<file path="src/hdl/mri_pkg.sv">
// Package: types, operation codes and helpers for the mixed-radix index unit.
`default_nettype none
package mri_pkg;

  localparam int NDIG   = 8;
  localparam int DIG_W  = 8;
  localparam int RADIX_W = 9;
  localparam int IDX_W  = 64;
  localparam int CFG_IDX_W = 3;

  localparam logic [1:0] FUNC_TO_LINEAR = 2'd0;
  localparam logic [1:0] FUNC_TO_MULTI  = 2'd1;
  localparam logic [1:0] FUNC_NEXT      = 2'd2;
  localparam logic [1:0] FUNC_NONE      = 2'd3;

  typedef struct packed {
    logic [1:0]       func;
    logic [IDX_W-1:0] linear_index;
    logic [DIG_W-1:0] digit_0;
    logic [DIG_W-1:0] digit_1;
    logic [DIG_W-1:0] digit_2;
    logic [DIG_W-1:0] digit_3;
    logic [DIG_W-1:0] digit_4;
    logic [DIG_W-1:0] digit_5;
    logic [DIG_W-1:0] digit_6;
    logic [DIG_W-1:0] digit_7;
  } in_t;

  typedef struct packed {
    logic [IDX_W-1:0] linear_out;
    logic [DIG_W-1:0] out_digit_0;
    logic [DIG_W-1:0] out_digit_1;
    logic [DIG_W-1:0] out_digit_2;
    logic [DIG_W-1:0] out_digit_3;
    logic [DIG_W-1:0] out_digit_4;
    logic [DIG_W-1:0] out_digit_5;
    logic [DIG_W-1:0] out_digit_6;
    logic [DIG_W-1:0] out_digit_7;
    logic             range_error;
    logic             at_final;
  } out_t;

  typedef logic [NDIG-1:0][DIG_W-1:0]   digits_t;
  typedef logic [NDIG-1:0][RADIX_W-1:0] radices_t;

  // one pipeline beat
  typedef struct packed {
    logic [1:0]       func;
    logic [IDX_W-1:0] w;     // dividend, quotient bits replace consumed bits
    logic [DIG_W-1:0] rem;
    digits_t          din;
    logic [IDX_W-1:0] acc;
    digits_t          odig;
    logic             err;
    logic             fin;
  } stage_t;

  function automatic logic [RADIX_W-1:0] eff_radix(input logic [RADIX_W-1:0] raw);
    logic [RADIX_W-1:0] r;
    r = raw;
    if (raw == '0) r = RADIX_W'(1);
    else if (raw > RADIX_W'(256)) r = RADIX_W'(256);
    return r;
  endfunction

endpackage
`default_nettype wire

</file>
<file path="src/hdl/mri_stage.sv">
// One pipeline stage: eight quotient bits of a digit split, plus a pack step where BSEL is 0.
`default_nettype none
module mri_stage #(
  parameter int DIGIT = 0,
  parameter int BSEL  = 0,
  parameter int PACK  = 0
) (
  input  wire                 clk_i,
  input  wire                 rst_ni,
  input  wire                 vld_i,
  input  mri_pkg::stage_t     st_i,
  input  mri_pkg::radices_t   radix_i,
  output logic                vld_o,
  output mri_pkg::stage_t     st_o
);

  mri_pkg::stage_t st_d;

  always_comb begin
    logic [mri_pkg::RADIX_W-1:0] r;
    logic [mri_pkg::RADIX_W-1:0] t;
    logic [mri_pkg::DIG_W-1:0]   rem;
    st_d = st_i;
    r    = radix_i[DIGIT];
    rem  = st_i.rem;
    for (int i = 0; i < 8; i++) begin
      t = {rem, st_i.w[mri_pkg::IDX_W-1-(8*BSEL+i)]};
      if (t >= r) begin
        t = t - r;
        st_d.w[mri_pkg::IDX_W-1-(8*BSEL+i)] = 1'b1;
      end else begin
        st_d.w[mri_pkg::IDX_W-1-(8*BSEL+i)] = 1'b0;
      end
      rem = t[mri_pkg::DIG_W-1:0];
    end
    if (BSEL == 7) begin
      if (st_i.func == mri_pkg::FUNC_TO_MULTI) st_d.odig[DIGIT] = rem;
      rem = '0;
    end
    st_d.rem = rem;
    if (BSEL == 0) begin
      st_d.acc = mri_pkg::IDX_W'(st_i.acc * {{(mri_pkg::IDX_W-mri_pkg::RADIX_W){1'b0}},
                                              radix_i[PACK]})
               + {{(mri_pkg::IDX_W-mri_pkg::DIG_W){1'b0}}, st_i.din[PACK]};
    end
  end

  always_ff @(posedge clk_i or negedge rst_ni) begin
    if (!rst_ni) begin
      vld_o <= 1'b0;
    end else begin
      vld_o <= vld_i;
    end
  end

  always_ff @(posedge clk_i) begin
    st_o <= st_d;
  end

endmodule
`default_nettype wire

</file>
<file path="config.mk">
export PLATFORM = sky130hd
export DESIGN_NAME = mri_stage
export DESIGN_NICKNAME = d
export VERILOG_FILES = /design/src/hdl/mri_pkg.sv /design/src/hdl/mri_stage.sv
export SDC_FILE = /design/constraint.sdc
export NUM_CORES = 2
export LEC_CHECK = 0
export BUFFER_PORTS_ARGS = -buffer_cell sky130_fd_sc_hd__buf_2
export CORE_UTILIZATION = 45
export CTS_BUF_LIST = sky130_fd_sc_hd__clkbuf_8 sky130_fd_sc_hd__clkbuf_16
export CTS_CLUSTER_SIZE = 28
export DETAILED_ROUTE_END_ITERATION = 16
export HOLD_SLACK_MARGIN = 0.06
export PLACE_DENSITY = 0.68
export REMOVE_ABC_BUFFERS = 1
export SYNTH_ARGS = -nofsm -noshare
export SYNTH_HDL_FRONTEND = slang
export SYNTH_SLANG_ARGS = --single-unit
export TNS_END_PERCENT = 10
</file>
<file path="constraint.sdc">
create_clock -name clk_i -period 1.1 [get_ports clk_i]
set_clock_uncertainty 0.15 [all_clocks]
set_input_delay 0.22 -clock clk_i [delete_from_list [all_inputs] [get_ports clk_i]]
set_output_delay 0.22 -clock clk_i [all_outputs]
set_load 0.05 [all_outputs]
</file>
==> impl_metrics.yaml <==
logic_synthesis:
  ys_async_sr_fraction: 0.00372
  yosys_register_bits: 269
  synth_top_area_share: 0.321
  netlist-cell-type-count: 76
  syn_area_per_cell_um2: 9.38
  netlist.top_cell.by_area: "fa_1"
  yosys-top-cells-area: "fa_1, dfxtp_1, ha_1"
  synth.yosys.seq_area_share: 0.208
  synth-edff-count: 0
  syn-cell-area_um2: 25900
  synthMostInstantiatedCell: "nand2_1"
  synth_common_cells: "nand2_1, fa_1, inv_1, dfxtp_1, ha_1"
  synthCells: 2761
  synth_warnings: 0
  dominantRegCellSynth: "dfxtp_1"
critical_path:
  worstPathArrival_ns: 12.59
  crit_path_max_incr_delay_ns: 0.38
  crit_type: "in -> reg"
  worstSetupEndpointType: "flip-flop"
  top_fanout_value_on_the_critical_path: 6
  crit_family: "compound AO/OA/AOI/OAI gates"
  cpMaxStageDelayCell: "or3_4"
  critPathRequiredTime_ns: 1.46
  critical_path.startpoint_type: "input port"
  critPathBufInv: 17
global_route:
  gr-total-overflow: 0
  wire_length_of_the_first_global_routing_pass_um: 148000
  track_usage: 0.330
  grt_max_degree: 65
  number_of_antenna_violations_at_the_first_check_in_global_routing: 16
  first_global_vias: 25000
sta:
  setup_ws_ns: -11.12
  max_slew_margin: 0.514
  max_freq_ghz: 0.0818
  fin_crit_ns: 12.22
  maxSlewViolCount: 0
  grt_setup_unrepaired: "true"
  measured_slew_at_the_worst_slew_check_pin_ns: 0.730
  timing.final.crit_share: 11.1
  hold_viol: 0
  finalSetupViolCount: 348
hold_path:
  timing.hold.worst_endpoint: "st_o[66]"
  min-delay-path-class: "in -> reg"
  holdCritStartpoint: "st_i[66]"
  worstHoldPathCells: 4
clock_network:
  cts_tree: "yes"
  cts.sink_count: 269
  cts_max_path_buffers: 3
  cts_buffers: 29
  path_clk_slew_ns: 0.07
  root_buffer: "clkbuf_16"
  ctsHtreeMaxLevel: 1
floorplan:
  initial_utilization: 0.458
  die_width_um: 242
  floorplan.io_pins: 612
  die_y_um: 242
  floorplan.die_area_um2: 58500
  core.rowCount: 87
  design.core.area_um2: 56600
drt:
  routed_via_density: 5.04
  wire_per_inst_um: 20.5
  detail_route.drc_violations: 0
  drt_first_iter_violations: 1128
  drt_pre_antenna_iters: 5
  via_count_of_the_routed_design: 24000
  number_of_routed_nets_with_antenna_violations: 0
  wirelength_routed_um: 97600
run:
  count_of_maximum_capacitance_violations: 0
final_layout:
  layoutNonFillerInstCount: 4762
  share_of_final_layout_standard_cells_stronger_than_drive_strength_1: 0.336
  syn_to_final_growth_pct: 46.7
  nets: 4943
place:
  finalWeightedCongestion: 1.03
  port_buffers: 548
  place_inst: 4448
  dp_hpwl_um: 77000
status:
  status: "complete, but fails checks"
  violations: "negative setup slack"
[worst max path at each step]
stage	startpoint	to	slack [ns]	depth (start not counted)
after detailed placement	radix_i[1]	st_o[201]	-12.65	76
after global routing	radix_i[1]	st_o[201]	-11.66	77
after floorplan	radix_i[1]	st_o[201]	-13.56	75
after CTS	st_i[265]	st_o[201]	-11.10	78
after global placement	radix_i[1]	st_o[201]	-12.40	78
final	radix_i[1]	st_o[201]	-11.12	79
[sequential cells by signal (all words and copies together), names as in the netlist]
register / flops
st_o: 268
vld_o: 1
[placed cells by master, fill, tap and decap left out, types with 20 or more instances in the layout]
cell,count
ha_4,21
and2_1,203
xor2_1,38
ha_1,184
buf_2,489
a21oi_2,21
a21o_1,53
buf_4,552
inv_1,408
fa_1,414
nor2b_1,21
o21ai_1,24
xnor2_1,79
dfxtp_1,245
o21ai_0,42
buf_6,29
nor2_1,51
nand2_1,425
nand2b_1,20
dlygate4sd3_1,192
buf_12,43
a21oi_1,86
nand4_1,21
clkbuf_16,29
nand3_1,21
[through the flow]
stage	setup WS, ns	hold slack (ns)	util	cell area, um2	TNS [ns]
after floorplan	-13.56	-0.226	-	25400	-379.72
after global placement	-12.40	-0.151	0.591	33500	-465.41
after detailed placement	-12.65	-0.147	0.591	33500	-471.30
after CTS	-11.10	0.0418	0.661	37400	-538.90
after global routing	-11.66	0.0671	0.671	38000	-542.49
final	-11.12	0.0757	0.671	38000	-513.15
[logic make-up after synthesis]
kind of cell | count (synthesis) | share of synthesized area
buffers and inverters | 553 | 0.0806
muxes | 30 | 0.0129
and+or+nand+nor | 823 | 0.151
xor gates and xnor gates | 118 | 0.0399
AOI/OAI and AO/OA | 347 | 0.0868
DFF | 269 | 0.208
adders and majority gates | 621 | 0.420
[timing repair]
item | 4_1_cts | 5_1_grt
endpoints found under the hold margin | 194 | 0
endpoints found under the setup margin | 349 | 349
resized for setup | 163 | 134
buffers inserted | 51 | 14
cloned | 0 | 0
pin swaps | 67 | 65
hold buffers | 192 | 0
[final cells by class]
class                      count  area, um2
fill                        4575      18600
antenna                        7       17.5
sequential                   269       5450
inverter                     419       1600
multi-input combinational   1939      19100
clock buffer                  33        781
clock inverter                18        205
tap                          756        946
timing repair buffer        1321       9940
[layer usage]
metal / up-vias / GRT usage / wire, um
met1: 11900 / 0.432 / 40400
met5: - / 0 / 80
met2: 846 / 0.542 / 45700
li1: 11100 / - / -
met3: 200 / 0.0512 / 6210
met4: 12 / 0.144 / 5240
Power is left out: the tool's default activity adds up to more than one toggle a clock period on the data nets, which glitch-free logic cannot reach.
